**src/hdl/ttm_pkg.sv**
```systemverilog
`timescale 1ns / 1ps
`default_nettype none
package ttm_pkg;

  // Table size and result cap.
  localparam int NUM_TIMERS  = 16;
  localparam int MAX_RESULTS = 16;
  localparam int CNT_W       = $clog2(NUM_TIMERS + 1);
  localparam int RES_W       = $clog2(MAX_RESULTS + 1);

  // Operation codes carried by the kind field.
  typedef enum logic [2:0] {
    K_TICK      = 3'd0,
    K_SET       = 3'd1,
    K_CLEAR     = 3'd2,
    K_PAUSE     = 3'd3,
    K_UNPAUSE   = 3'd4,
    K_ADD       = 3'd5,
    K_QUERY     = 3'd6,
    K_CLR_OWNER = 3'd7
  } kind_t;

  // Result status codes.
  typedef enum logic [1:0] {
    ST_DONE      = 2'd0,
    ST_EXPIRED   = 2'd1,
    ST_NOT_FOUND = 2'd2,
    ST_FULL      = 2'd3
  } status_t;

  // Contents of one timer slot.
  typedef struct packed {
    logic               valid;
    logic               paused;
    logic               looping;
    logic [15:0]        handle;
    logic [7:0]         owner;
    logic [30:0]        duration;
    logic signed [31:0] remaining;
  } slot_t;

endpackage
`default_nettype wire

```
**src/hdl/ttm_if.sv**
```systemverilog
`timescale 1ns / 1ps
`default_nettype none
// Command channel.
interface ttm_in_if;
  logic               valid;
  logic               ready;
  logic [2:0]         kind;
  logic [15:0]        handle;
  logic [7:0]         owner;
  logic [30:0]        duration;
  logic               looping;
  logic signed [31:0] amount;
  modport source (output valid, kind, handle, owner, duration, looping, amount,
                  input ready);
  modport sink   (input valid, kind, handle, owner, duration, looping, amount,
                  output ready);
endinterface

// Result channel.
interface ttm_out_if;
  logic               valid;
  logic               ready;
  logic [1:0]         status;
  logic [15:0]        out_handle;
  logic [7:0]         out_owner;
  logic signed [31:0] remaining;
  logic               last;
  modport source (output valid, status, out_handle, out_owner, remaining, last,
                  input ready);
  modport sink   (input valid, status, out_handle, out_owner, remaining, last,
                  output ready);
endinterface
`default_nettype wire

```
**src/hdl/ttm_cell.sv**
```systemverilog
`timescale 1ns / 1ps
`default_nettype none
module ttm_cell (
  input  wire logic          clk,
  input  wire logic          rst_n,
  input  wire logic          shift_en,
  input  wire ttm_pkg::slot_t slot_in,
  output ttm_pkg::slot_t     slot_out
);
  import ttm_pkg::*;

  slot_t slot_r;

  // One timer slot; on a shift it takes the contents of its neighbour.
  always_ff @(posedge clk) begin
    if (!rst_n) begin
      slot_r.valid  <= 1'b0;
      slot_r.paused <= 1'b0;
    end else if (shift_en) begin
      slot_r <= slot_in;
    end
  end

  assign slot_out = slot_r;

endmodule
`default_nettype wire

```
**src/hdl/timer_table_manager_top.sv**
```systemverilog
`timescale 1ns / 1ps
`default_nettype none
// Timer table manager. The timer slots sit in a ring of cells. The ring
// rotates by one slot each cycle past a single processing head while the
// scan is not stalled, so every command visits the slots in ascending
// order. A command is accepted in the idle cycle, then scans every slot
// and delivers its final result from the finish state. The scan stalls
// while an expiry is held and the result register cannot take it. The
// finish state waits while the result register is still occupied. A tick
// delivers one expiry transaction per expired timer, and none if nothing
// expires. Every other command delivers exactly one transaction. Commands
// are taken one at a time.
module timer_table_manager_top (
  input wire logic  clk,
  input wire logic  rst_n,
  ttm_in_if.sink    in_chan,
  ttm_out_if.source out_chan
);
  import ttm_pkg::*;

  typedef enum logic [1:0] {S_IDLE, S_SCAN, S_FINISH} state_t;

  state_t              state_r;
  kind_t               kind_r;
  logic [15:0]         handle_r;
  logic [7:0]          owner_r;
  logic [30:0]         dur_r;
  logic                loop_r;
  logic signed [31:0]  amt_r;
  logic [CNT_W-1:0]    step_r;
  logic [RES_W-1:0]    nres_r;
  logic                found_r;
  logic signed [31:0]  qrem_r;
  logic [15:0]         next_handle_r;
  logic                pend_valid_r;
  logic [15:0]         pend_handle_r;
  logic [7:0]          pend_owner_r;

  logic                out_valid_r;
  logic [1:0]          out_status_r;
  logic [15:0]         out_handle_r;
  logic [7:0]          out_owner_r;
  logic signed [31:0]  out_rem_r;
  logic                out_last_r;

  slot_t chain [NUM_TIMERS];
  slot_t head_new;
  logic  shift_en;

  // Saturating 32-bit add or subtract.
  function automatic logic signed [31:0] sat_op(input logic signed [31:0] a,
                                               input logic signed [31:0] b,
                                               input logic sub);
    logic signed [32:0] s;
    begin
      s = sub ? ({a[31], a} - {b[31], b}) : ({a[31], a} + {b[31], b});
      if (s[32] != s[31]) begin
        sat_op = s[32] ? 32'sh8000_0000 : 32'sh7fff_ffff;
      end else begin
        sat_op = s[31:0];
      end
    end
  endfunction

  // Ring of cells: the head slot re-enters at the far end after processing.
  for (genvar k = 0; k < NUM_TIMERS; k++) begin : g_cell
    slot_t cell_in;
    if (k == NUM_TIMERS - 1) begin : g_tail
      assign cell_in = head_new;
    end else begin : g_mid
      assign cell_in = chain[k+1];
    end
    ttm_cell u_cell (
      .clk      (clk),
      .rst_n    (rst_n),
      .shift_en (shift_en),
      .slot_in  (cell_in),
      .slot_out (chain[k])
    );
  end

  // Processing of the slot at the head of the ring.
  slot_t              h;
  logic               expired;
  logic               hit;
  logic signed [31:0] tick_rem;
  assign h = chain[0];
  assign tick_rem = sat_op(h.remaining, amt_r, 1'b1);

  always_comb begin
    head_new = h;
    expired  = 1'b0;
    hit      = 1'b0;
    case (kind_r)
      K_TICK: begin
        if (h.valid && !h.paused) begin
          head_new.remaining = tick_rem;
          if (tick_rem[31] || tick_rem == 32'sd0) begin
            expired = 1'b1;
            if (h.looping) begin
              head_new.remaining = $signed({1'b0, h.duration});
            end else begin
              head_new.valid = 1'b0;
            end
          end
        end
      end
      K_SET: begin
        if (!found_r && !h.valid) begin
          hit = 1'b1;
          head_new.valid     = 1'b1;
          head_new.paused    = 1'b0;
          head_new.looping   = loop_r;
          head_new.handle    = next_handle_r;
          head_new.owner     = owner_r;
          head_new.duration  = dur_r;
          head_new.remaining = $signed({1'b0, dur_r});
        end
      end
      K_CLR_OWNER: begin
        if (h.valid && h.owner == owner_r) begin
          head_new.valid = 1'b0;
        end
      end
      default: begin
        if (!found_r && h.valid && h.handle == handle_r) begin
          hit = 1'b1;
          case (kind_r)
            K_CLEAR:   head_new.valid = 1'b0;
            K_PAUSE:   head_new.paused = 1'b1;
            K_UNPAUSE: head_new.paused = 1'b0;
            K_ADD:     head_new.remaining = sat_op(h.remaining, amt_r, 1'b0);
            default:   head_new = h;
          endcase
        end
      end
    endcase
  end

  // Flow control between the scan and the result register.
  logic out_free, report, need_push, out_load;
  assign out_free  = !out_valid_r || out_chan.ready;
  assign report    = expired && (nres_r < RES_W'(MAX_RESULTS));
  assign need_push = report && pend_valid_r;
  assign shift_en  = (state_r == S_SCAN) && (!need_push || out_free);
  // The result register is loaded by a pushed expiry or by the final result.
  assign out_load  = ((state_r == S_SCAN) && shift_en && need_push) ||
                     ((state_r == S_FINISH) && out_free &&
                      ((kind_r != K_TICK) || pend_valid_r));

  // Sequencer, held expiry and result register.
  always_ff @(posedge clk) begin
    if (!rst_n) begin
      state_r       <= S_IDLE;
      next_handle_r <= 16'd0;
      pend_valid_r  <= 1'b0;
      out_valid_r   <= 1'b0;
      found_r       <= 1'b0;
      step_r        <= '0;
      nres_r        <= '0;
    end else begin
      if (out_load) begin
        out_valid_r <= 1'b1;
      end else if (out_chan.ready) begin
        out_valid_r <= 1'b0;
      end
      case (state_r)
        S_IDLE: begin
          if (in_chan.valid) begin
            kind_r   <= kind_t'(in_chan.kind);
            handle_r <= in_chan.handle;
            owner_r  <= in_chan.owner;
            dur_r    <= in_chan.duration;
            loop_r   <= in_chan.looping;
            amt_r    <= in_chan.amount;
            step_r   <= '0;
            nres_r   <= '0;
            found_r  <= 1'b0;
            qrem_r   <= 32'sd0;
            state_r  <= S_SCAN;
          end
        end
        S_SCAN: begin
          if (shift_en) begin
            if (hit) begin
              found_r <= 1'b1;
              qrem_r  <= head_new.remaining;
            end
            if (need_push) begin
              out_status_r <= ST_EXPIRED;
              out_handle_r <= pend_handle_r;
              out_owner_r  <= pend_owner_r;
              out_rem_r    <= 32'sd0;
              out_last_r   <= 1'b0;
            end
            if (report) begin
              pend_valid_r  <= 1'b1;
              pend_handle_r <= h.handle;
              pend_owner_r  <= h.owner;
              nres_r        <= nres_r + RES_W'(1);
            end
            if (step_r == CNT_W'(NUM_TIMERS - 1)) begin
              state_r <= S_FINISH;
            end
            step_r <= step_r + CNT_W'(1);
          end
        end
        S_FINISH: begin
          if (out_free) begin
            state_r      <= S_IDLE;
            pend_valid_r <= 1'b0;
            out_last_r   <= 1'b1;
            case (kind_r)
              K_TICK: begin
                out_status_r <= ST_EXPIRED;
                out_handle_r <= pend_handle_r;
                out_owner_r  <= pend_owner_r;
                out_rem_r    <= 32'sd0;
              end
              K_SET: begin
                out_owner_r <= 8'd0;
                out_rem_r   <= 32'sd0;
                if (found_r) begin
                  out_status_r  <= ST_DONE;
                  out_handle_r  <= next_handle_r;
                  next_handle_r <= next_handle_r + 16'd1;
                end else begin
                  out_status_r <= ST_FULL;
                  out_handle_r <= 16'd0;
                end
              end
              K_CLR_OWNER: begin
                out_status_r <= ST_DONE;
                out_handle_r <= 16'd0;
                out_owner_r  <= 8'd0;
                out_rem_r    <= 32'sd0;
              end
              default: begin
                out_handle_r <= 16'd0;
                out_owner_r  <= 8'd0;
                if (!found_r) begin
                  out_status_r <= ST_NOT_FOUND;
                  out_rem_r    <= (kind_r == K_QUERY) ? -32'sd1 : 32'sd0;
                end else begin
                  out_status_r <= ST_DONE;
                  out_rem_r    <= (kind_r == K_QUERY) ? qrem_r : 32'sd0;
                end
              end
            endcase
          end
        end
        default: state_r <= S_IDLE;
      endcase
    end
  end

  assign in_chan.ready       = (state_r == S_IDLE);
  assign out_chan.valid      = out_valid_r;
  assign out_chan.status     = out_status_r;
  assign out_chan.out_handle = out_handle_r;
  assign out_chan.out_owner  = out_owner_r;
  assign out_chan.remaining  = out_rem_r;
  assign out_chan.last       = out_last_r;

endmodule
`default_nettype wire

```
**src/flat_wrapper.sv**
```systemverilog
// flat-port wrapper written by rule: the top's interface ports become plain ports
module timer_table_manager_top_flat import ttm_pkg::*;
  (clk, rst_n, in_chan_valid, in_chan_kind, in_chan_handle, in_chan_owner, in_chan_duration, in_chan_looping, in_chan_amount, in_chan_ready, out_chan_valid, out_chan_status, out_chan_out_handle, out_chan_out_owner, out_chan_remaining, out_chan_last, out_chan_ready);
  ttm_in_if in_chan_i ();
  ttm_out_if out_chan_i ();
  input wire logic clk;
  input wire logic rst_n;
  input wire logic [$bits(in_chan_i.valid)-1:0] in_chan_valid;
  input wire logic [$bits(in_chan_i.kind)-1:0] in_chan_kind;
  input wire logic [$bits(in_chan_i.handle)-1:0] in_chan_handle;
  input wire logic [$bits(in_chan_i.owner)-1:0] in_chan_owner;
  input wire logic [$bits(in_chan_i.duration)-1:0] in_chan_duration;
  input wire logic [$bits(in_chan_i.looping)-1:0] in_chan_looping;
  input wire logic [$bits(in_chan_i.amount)-1:0] in_chan_amount;
  output wire logic [$bits(in_chan_i.ready)-1:0] in_chan_ready;
  output wire logic [$bits(out_chan_i.valid)-1:0] out_chan_valid;
  output wire logic [$bits(out_chan_i.status)-1:0] out_chan_status;
  output wire logic [$bits(out_chan_i.out_handle)-1:0] out_chan_out_handle;
  output wire logic [$bits(out_chan_i.out_owner)-1:0] out_chan_out_owner;
  output wire logic [$bits(out_chan_i.remaining)-1:0] out_chan_remaining;
  output wire logic [$bits(out_chan_i.last)-1:0] out_chan_last;
  input wire logic [$bits(out_chan_i.ready)-1:0] out_chan_ready;
  assign in_chan_i.valid = in_chan_valid;
  assign in_chan_i.kind = in_chan_kind;
  assign in_chan_i.handle = in_chan_handle;
  assign in_chan_i.owner = in_chan_owner;
  assign in_chan_i.duration = in_chan_duration;
  assign in_chan_i.looping = in_chan_looping;
  assign in_chan_i.amount = in_chan_amount;
  assign in_chan_ready = in_chan_i.ready;
  assign out_chan_valid = out_chan_i.valid;
  assign out_chan_status = out_chan_i.status;
  assign out_chan_out_handle = out_chan_i.out_handle;
  assign out_chan_out_owner = out_chan_i.out_owner;
  assign out_chan_remaining = out_chan_i.remaining;
  assign out_chan_last = out_chan_i.last;
  assign out_chan_i.ready = out_chan_ready;
  timer_table_manager_top u_core (.clk(clk), .rst_n(rst_n), .in_chan(in_chan_i), .out_chan(out_chan_i));
endmodule
```
**config.mk**
```make
export PLATFORM = sky130hd
export DESIGN_NAME = timer_table_manager_top_flat
export DESIGN_NICKNAME = d
export VERILOG_FILES = /design/src/hdl/ttm_pkg.sv /design/src/hdl/ttm_if.sv /design/src/hdl/ttm_cell.sv /design/src/hdl/timer_table_manager_top.sv /design/src/flat_wrapper.sv
export SDC_FILE = /design/constraint.sdc
export NUM_CORES = 1
export LEC_CHECK = 0
export BUFFER_PORTS_ARGS = -buffer_cell sky130_fd_sc_hd__buf_2
export CORE_MARGIN = 4
export CORE_UTILIZATION = 40
export CTS_CLUSTER_SIZE = 40
export DETAILED_ROUTE_END_ITERATION = 16
export PLACE_DENSITY_LB_ADDON = 0.05
export SYNTH_ARGS = -nofsm -noshare
export SYNTH_HDL_FRONTEND = slang
export SYNTH_HIERARCHICAL = 1
export SYNTH_SLANG_ARGS = --single-unit
```
**constraint.sdc**
```tcl
create_clock -name clk -period 7.6 [get_ports clk]
set_input_delay 1.52 -clock clk [delete_from_list [all_inputs] [get_ports clk]]
set_output_delay 1.52 -clock clk [all_outputs]
set_load 0.05 [all_outputs]
```
==> reports/results.ini, run 1 <==
[outcome]
run_status = complete, no violations

[pwr]
irDropWorstVdd_mv = 0.205
leakagePower_nw = 23.4
power.density_mw_per_mm2 = 288

[cells_and_area]
fin_nets = 3783
drive_above_1_share_pct = 15.1
multi_input_area_mm2 = 0.00939
fillers = 12571
post-route-util_pct = 46.8
mostFrequentLayoutCells = edfxtp_1, nand2_1, clkbuf_16, buf_2, a21oi_1
synthToLayoutAreaGrowth_pct = 15.8
final_common_cell = edfxtp_1
regArea_mm2 = 0.0497

[timing]
clock.fmax_ghz = 0.149
period_minus_slack_ns = 6.73
slew_headroom_pct = 2.51
rsz0062_at_grt = no
drv_slew = 0
skew_ns = 0.0352
setup_violations = 0
tightest_slew_ns = 1.45
final.period_utilization_pct = 88.5
finalHoldViolCount = 0
setup_tns_ns = 0

[route]
drt-vias-per-instance = 5.26
ant_nets = 0
dr.pass1.iters = 7
wl_per_cell_um = 28.6
wl_um = 165000
vias = 30306
drt_iter0_drc = 3182
drc = 0

[logic_synthesis]
yosys.area.top_type = edfxtp_1
syn_nets = 3466
synth_seq_area_share_pct = 82.9
synth_area_mm2 = 0.0600
ys_warn_count = 6
synth_cell_types = 111
synth_edf_count = 1614
ys_top_cells_by_area = edfxtp_1, dfxtp_1, nand2_1
async_flop_share_pct = 0
synthCells = 3299
ys_seq_elements = 1677
ys.flop_type = edfxtp_1
synth_top_cell_area_share_pct = 80.8
avgSynthCellArea_um2 = 18.2

[critical_path]
required_ns = 7.99
worst_ep_arrival_time_ns = 7.11
endpoint_kind = flip-flop
start_kind = flip-flop
cp_max_fo = 88
path_class = reg -> reg

[floorplanning]
die_w_um = 395
rows = 141
fp.dieH_um = 395
pin_count = 156
dieArea_mm2 = 0.156
start_util_pct = 40.4
core_area_mm2 = 0.148

[clock_network]
h-tree-depth = 4
clk_latency_ns = 0.78
clockRootBuffer = clkbuf_16
post_cts_resized = 0
cts_tree = done
cts_sinks = 1677
clk_pin_slew_ns = 0.06
postCtsSetupRepairBufs = 0
ctsHoldBuffers = 0
cts_buffers = 174
cts_max_path_buffers = 3

[grt]
grt_pass1_vias = 30362
grt_pass1_wl_um = 233000
grt_start_max_net_pins = 89
antenna_found_initial = 23
grt_overflow = 0
grt_usage_pct = 21.0

[run]
drv_cap = 0

[worst_hold_path]
holdCritPathClass = reg -> reg

[place]
dpl.hpwl_um = 123000
io_buffers = 155
gp_congestion = 0.930

[cell usage after synthesis (12+ instances only)]
| cell type | count |
|---|---|
| a211oi_1 | 19 |
| a21boi_0 | 12 |
| a21o_1 | 32 |
| a21oi_1 | 141 |
| a221oi_1 | 14 |
| a22o_1 | 18 |
| a31oi_1 | 20 |
| and2_1 | 43 |
| and2_2 | 16 |
| and3_1 | 14 |
| buf_2 | 18 |
| clkbuf_1 | 66 |
| dfxtp_1 | 63 |
| edfxtp_1 | 1614 |
| ha_1 | 70 |
| inv_1 | 113 |
| maj3_1 | 15 |
| mux2i_1 | 40 |
| nand2_1 | 253 |
| nand2b_1 | 18 |
| nand3_1 | 30 |
| nand4_1 | 21 |
| nor2_1 | 95 |
| nor2b_1 | 46 |
| nor3_1 | 32 |
| nor4_1 | 14 |
| o2111ai_1 | 12 |
| o211ai_1 | 35 |
| o21a_1 | 17 |
| o21ai_0 | 82 |
| o31ai_1 | 14 |
| or3_1 | 14 |
| xnor2_1 | 53 |
| xor2_1 | 18 |
[through the flow]
stage	area [µm²]	total power [mW]	std cells	hold WS [ns]	setup slack [ns]
2_1_floorplan	60000	11.3	3299	0.400	1.18
5_1_grt	69400	20.7	5762	0.413	0.512
6_report	69400	20.0	5766	0.400	0.874
4_1_cts	69400	20.2	5762	0.390	0.933
3_3_place_gp	63700	11.8	5442	0.401	0.997
3_5_place_dp	63700	11.8	5442	0.405	0.943
[state kept, by name, indices dropped and copies added, names as in the netlist, 8 cells and up]
signal / flops
u_core/owner_r: 8
u_core/amt_r: 32
u_core/g_cell.u_cell/slot_out: 1440
u_core/next_handle_r: 16
u_core/out_chan.out_handle: 16
u_core/pend_owner_r: 8
u_core/pend_handle_r: 16
u_core/handle_r: 16
u_core/out_chan.out_owner: 8
u_core/qrem_r: 32
u_core/dur_r: 31
u_core/out_chan.remaining: 32
[worst max-delay path, stage by stage, from the launching register on]
cell and delay [ns]:
edfxtp_1 0.40, inv_1 0.08, ha_1 0.21, fa_1 0.41
nand2b_2 0.24, a21oi_4 0.30, o21ai_2 0.16, a2111o_1 0.50
a2111oi_4 0.41, o22ai_2 0.22, ha_1 0.55, nor2_1 0.07
mux2i_1 0.33, and3b_1 0.24, nand4_1 0.10, or4_4 0.15
nor3_4 0.06, o211ai_4 0.31, and2_2 0.46, and2_4 1.07
[logic make-up (layout without fill, tap and decap cells)]
family | after synthesis | after routing | share of synthesized area, %
buffers and inverters | 215 | 676 | 1.50
xor gates and xnor gates | 72 | 72 | 1.06
AOI/OAI and AO/OA | 545 | 545 | 6.41
DFF | 1677 | 1677 | 82.9
other | 0 | 4 | 0
adders and majority gates | 88 | 88 | 1.80
muxes | 44 | 44 | 0.743
and+or+nand+nor | 658 | 658 | 5.56
[report_power, final]
group	internal, mW	switching, mW	total [mW]
clock	4.88	3.51	8.39
combinational	0.268	0.733	1.00
sequential	10.5	0.153	10.6
total	15.6	4.40	20.0
[final timing paths]
check | start | to | slack [ns] | cells after the start
setup / recovery | u_core/g_cell[0].u_cell/slot_out[0] | u_core/g_cell[6].u_cell/slot_out[54] | 0.87 | 19
hold / removal | u_core/g_cell[4].u_cell/slot_out[12] | u_core/g_cell[3].u_cell/slot_out[12] | 0.40 | 0
setup reg to reg | u_core/g_cell[0].u_cell/slot_out[0] | u_core/g_cell[6].u_cell/slot_out[54] | 0.87 | 19
hold reg to reg | u_core/g_cell[4].u_cell/slot_out[12] | u_core/g_cell[3].u_cell/slot_out[12] | 0.40 | 0
[cell type report]
type,instances,area share [%]
Clock buffer,215,6.58
Clock inverter,105,1.60
Multi-Input combinational cell,1407,13.5
Timing Repair Buffer,241,2.43
Tap cell,2002,3.61
Antenna cell,4,0.0144
Sequential cell,1677,71.6
Inverter,115,0.622
[per-layer routing]
layer	global-route usage (%)	vias to the layer above	part of all wire [%]
met5	0	-	0.0073
met4	6.56	2	3.1
met3	4.47	259	7.1
met2	30.4	1184	43
met1	31.9	15477	47
li1	-	13384	-
No activity file was read; power rests on OpenSTA's default activity.
==> run 2: changes to the inputs <==
--- a/config.mk
+++ b/config.mk
@@ -6,6 +6,7 @@
 export NUM_CORES = 1
 export LEC_CHECK = 0
 export BUFFER_PORTS_ARGS = -buffer_cell sky130_fd_sc_hd__buf_2
+export CORE_ASPECT_RATIO = 0.9
 export CORE_MARGIN = 4
 export CORE_UTILIZATION = 40
 export CTS_CLUSTER_SIZE = 40
==> reports/results.ini, run 2 (synthesis gave the netlist of run 1 again) <==
[timing]
drv_slew = 0  ; unchanged
setup_slack_ns = 0.560  ; -0.314 ns
clock.fmax_ghz = 0.142  ; -4.5%
setup_tns_ns = 0  ; unchanged
final.period_utilization_pct = 92.6  ; +4.1 points
period_minus_slack_ns = 7.04  ; +0.314 ns
skew_ns = 0.0631  ; +0.0279 ns
holdWs_ns = 0.400  ; +0.000620 ns
setup_violations = 0  ; unchanged
slew_headroom_pct = 21.5  ; +19 points
rsz0062_at_grt = no
finalHoldViolCount = 0  ; unchanged
tightest_slew_ns = 1.18  ; -0.276 ns

[clock_network]
clk_pin_slew_ns = 0.06  ; about the same
postCtsSetupRepairBufs = 0  ; unchanged
cts_buffers = 170  ; -2.3%
cts_tree = done
clockRootBuffer = clkbuf_16
post_cts_resized = 0  ; unchanged
ctsHoldBuffers = 0  ; unchanged
h-tree-depth = 4  ; unchanged
cts_max_path_buffers = 3  ; unchanged
cts_sinks = 1677  ; unchanged
clk_latency_ns = 0.79  ; about the same

[place]
dpl.hpwl_um = 122000  ; -0.52%
io_buffers = 155  ; unchanged
place_ws_ns = 0.618  ; -0.325 ns
gp_congestion = 0.926  ; -0.41%
place_area_mm2 = 0.0634  ; -0.48%
dp_cells = 5392  ; -0.92%

[critical_path]
critPathCapture = u_core/g_cell[13].u_cell/slot_out[71]
r2r_slack_ns = 0.56  ; -0.31 ns
cp-startpoint = u_core/g_cell[0].u_cell/slot_out[19]
r2r-start = u_core/g_cell[0].u_cell/slot_out[19]
crit_cells = 18  ; -1
cp.buffers_inverters = 1  ; unchanged
cp_max_fo = 55  ; -38%
endpoint_kind = flip-flop
cp_cell_sequence = ha_1, nand2_1, o21ai_0, nor2b_1, a211oi_2, a2111oi_4, o22ai_2, ha_1, nor2_1, mux2i_1, and3b_1, nand4_1, or4_4, nor3_4, o211ai_4, and2_2, and2_4, buf_4
path_class = reg -> reg
cp_slowest_cell = and2_4
rr_worst_depth = 18  ; -1
worst_ep_arrival_time_ns = 7.50  ; +0.39 ns
start_kind = flip-flop
cpMostUsedCell = ha_1
cp_top_family = simple AND/OR/NAND/NOR gates
critPathMaxStageDelay_ns = 0.76  ; -0.31 ns
r2r_end = u_core/g_cell[13].u_cell/slot_out[71]
required_ns = 8.06  ; +0.07 ns

[route]
drc = 0  ; unchanged
ant_nets = 0  ; unchanged
dr.pass1.iters = 13  ; +6
drt_iter0_drc = 3752  ; +18%
vias = 30309  ; +0.0099%
wl_um = 166000  ; +0.29%
wl_per_cell_um = 29.0  ; +1.4%
drt-vias-per-instance = 5.31  ; +1.1%

[grt]
grt_pass1_vias = 29171  ; -3.9%
grt_usage_pct = 21.1  ; about the same
grt_start_max_net_pins = 89  ; unchanged
antenna_found_initial = 36  ; +57%
grt_pass1_wl_um = 231000  ; -0.89%
grt_overflow = 0  ; unchanged

[floorplanning]
die_w_um = 416  ; +5.3%
core_area_mm2 = 0.149  ; +0.12%
rows = 134  ; -5.0%
pin_count = 156  ; unchanged
dieArea_mm2 = 0.156  ; about the same
start_util_pct = 40.4  ; -0.049 points
fp.dieH_um = 375  ; -5.0%

[pwr]
power_mw = 19.9  ; -0.54%
irDropWorstVdd_mv = 0.241  ; +18%
leakagePower_nw = 23.2  ; -0.77%
power.density_mw_per_mm2 = 288  ; about the same

[cells_and_area]
synthToLayoutAreaGrowth_pct = 15.1
final_common_cell = edfxtp_1
drive_above_1_share_pct = 14.6  ; -0.51 points
fin_nets = 3759  ; -0.63%
mostFrequentLayoutCells = edfxtp_1, nand2_1, clkbuf_16, buf_2, a21oi_1
largest_reg_flops = 1440  ; unchanged
post-route-util_pct = 46.5  ; -0.33 points
design_area_mm2 = 0.0690  ; -0.58%
fillers = 12654  ; +0.66%
stdcell_count = 5705  ; -1.1%

[run]
drv_cap = 0  ; unchanged

[worst_hold_path]
holdCritPathClass = reg -> reg

[outcome]
run_status = complete, no violations

run 2: cell types whose count changed in the layout (fill, tap and decap cells not counted), sizes merged:
| cell | before | now |
|---|---|---|
| buf | 241 | 221 |
| bufinv | 17 | 16 |
| clkbuf | 215 | 217 |
| clkinv | 76 | 63 |
| clkinvlp | 9 | 7 |
| diode | 4 | 6 |
| inv | 118 | 119 |
run 2: worst min path at each step:
stage | start | to | slack, ns | cells past startpoint
6_report | u_core/g_cell[9].u_cell/slot_out[80] | u_core/g_cell[8].u_cell/slot_out[80] | 0.40 | 0
5_1_grt | u_core/g_cell[1].u_cell/slot_out[33] | u_core/g_cell[0].u_cell/slot_out[33] | 0.40 | 0
3_5_place_dp | u_core/g_cell[1].u_cell/slot_out[52] | u_core/g_cell[0].u_cell/slot_out[52] | 0.40 | 0
2_1_floorplan | u_core/g_cell[1].u_cell/slot_out[0] | u_core/g_cell[0].u_cell/slot_out[0] | 0.40 | 0
4_1_cts | u_core/g_cell[11].u_cell/slot_out[82] | u_core/g_cell[10].u_cell/slot_out[82] | 0.40 | 0
3_3_place_gp | u_core/g_cell[14].u_cell/slot_out[7] | u_core/g_cell[13].u_cell/slot_out[7] | 0.40 | 0
run 2: layout make-up:
cell class | count | area (µm²) | area share (%)
clock inverter | 90 | 1050 | 1.52
inverter | 115 | 432 | 0.625
timing repair buffer | 221 | 1410 | 2.04
multi-input combinational | 1407 | 9400 | 13.6
tap | 1972 | 2470 | 3.57
sequential | 1677 | 49700 | 72.0
antenna | 6 | 15.0 | 0.0217
clock buffer | 217 | 4530 | 6.57
run 2: power breakdown:
| part | switching (mW) | total [mW] | internal [mW] |
|---|---|---|---|
| logic | 0.735 | 0.989 | 0.253 |
| clock network | 3.49 | 8.28 | 4.80 |
| registers | 0.157 | 10.6 | 10.5 |
| total | 4.38 | 19.9 | 15.5 |
run 2: worst register-to-register path, delay by kind of cell (launching register included):
family                   cells  cell delay, ns
AND/OR/NAND/NOR              9            2.34
flip-flops                   1            0.51
buffers and inverters        1            0.48
AO/OA/AOI/OAI                5            1.73
multiplexers                 1            0.38
adder cells (fa/ha/maj)      2            1.29
run 2: routing by layer:
metal	GRT usage [%]	routed length, µm	vias to the layer above
met3	4.31	12300	202
met4	5.70	4050	8
met1	35.3	84500	15520
met5	0	50	-
met2	27.1	64800	1232
li1	-	-	13347
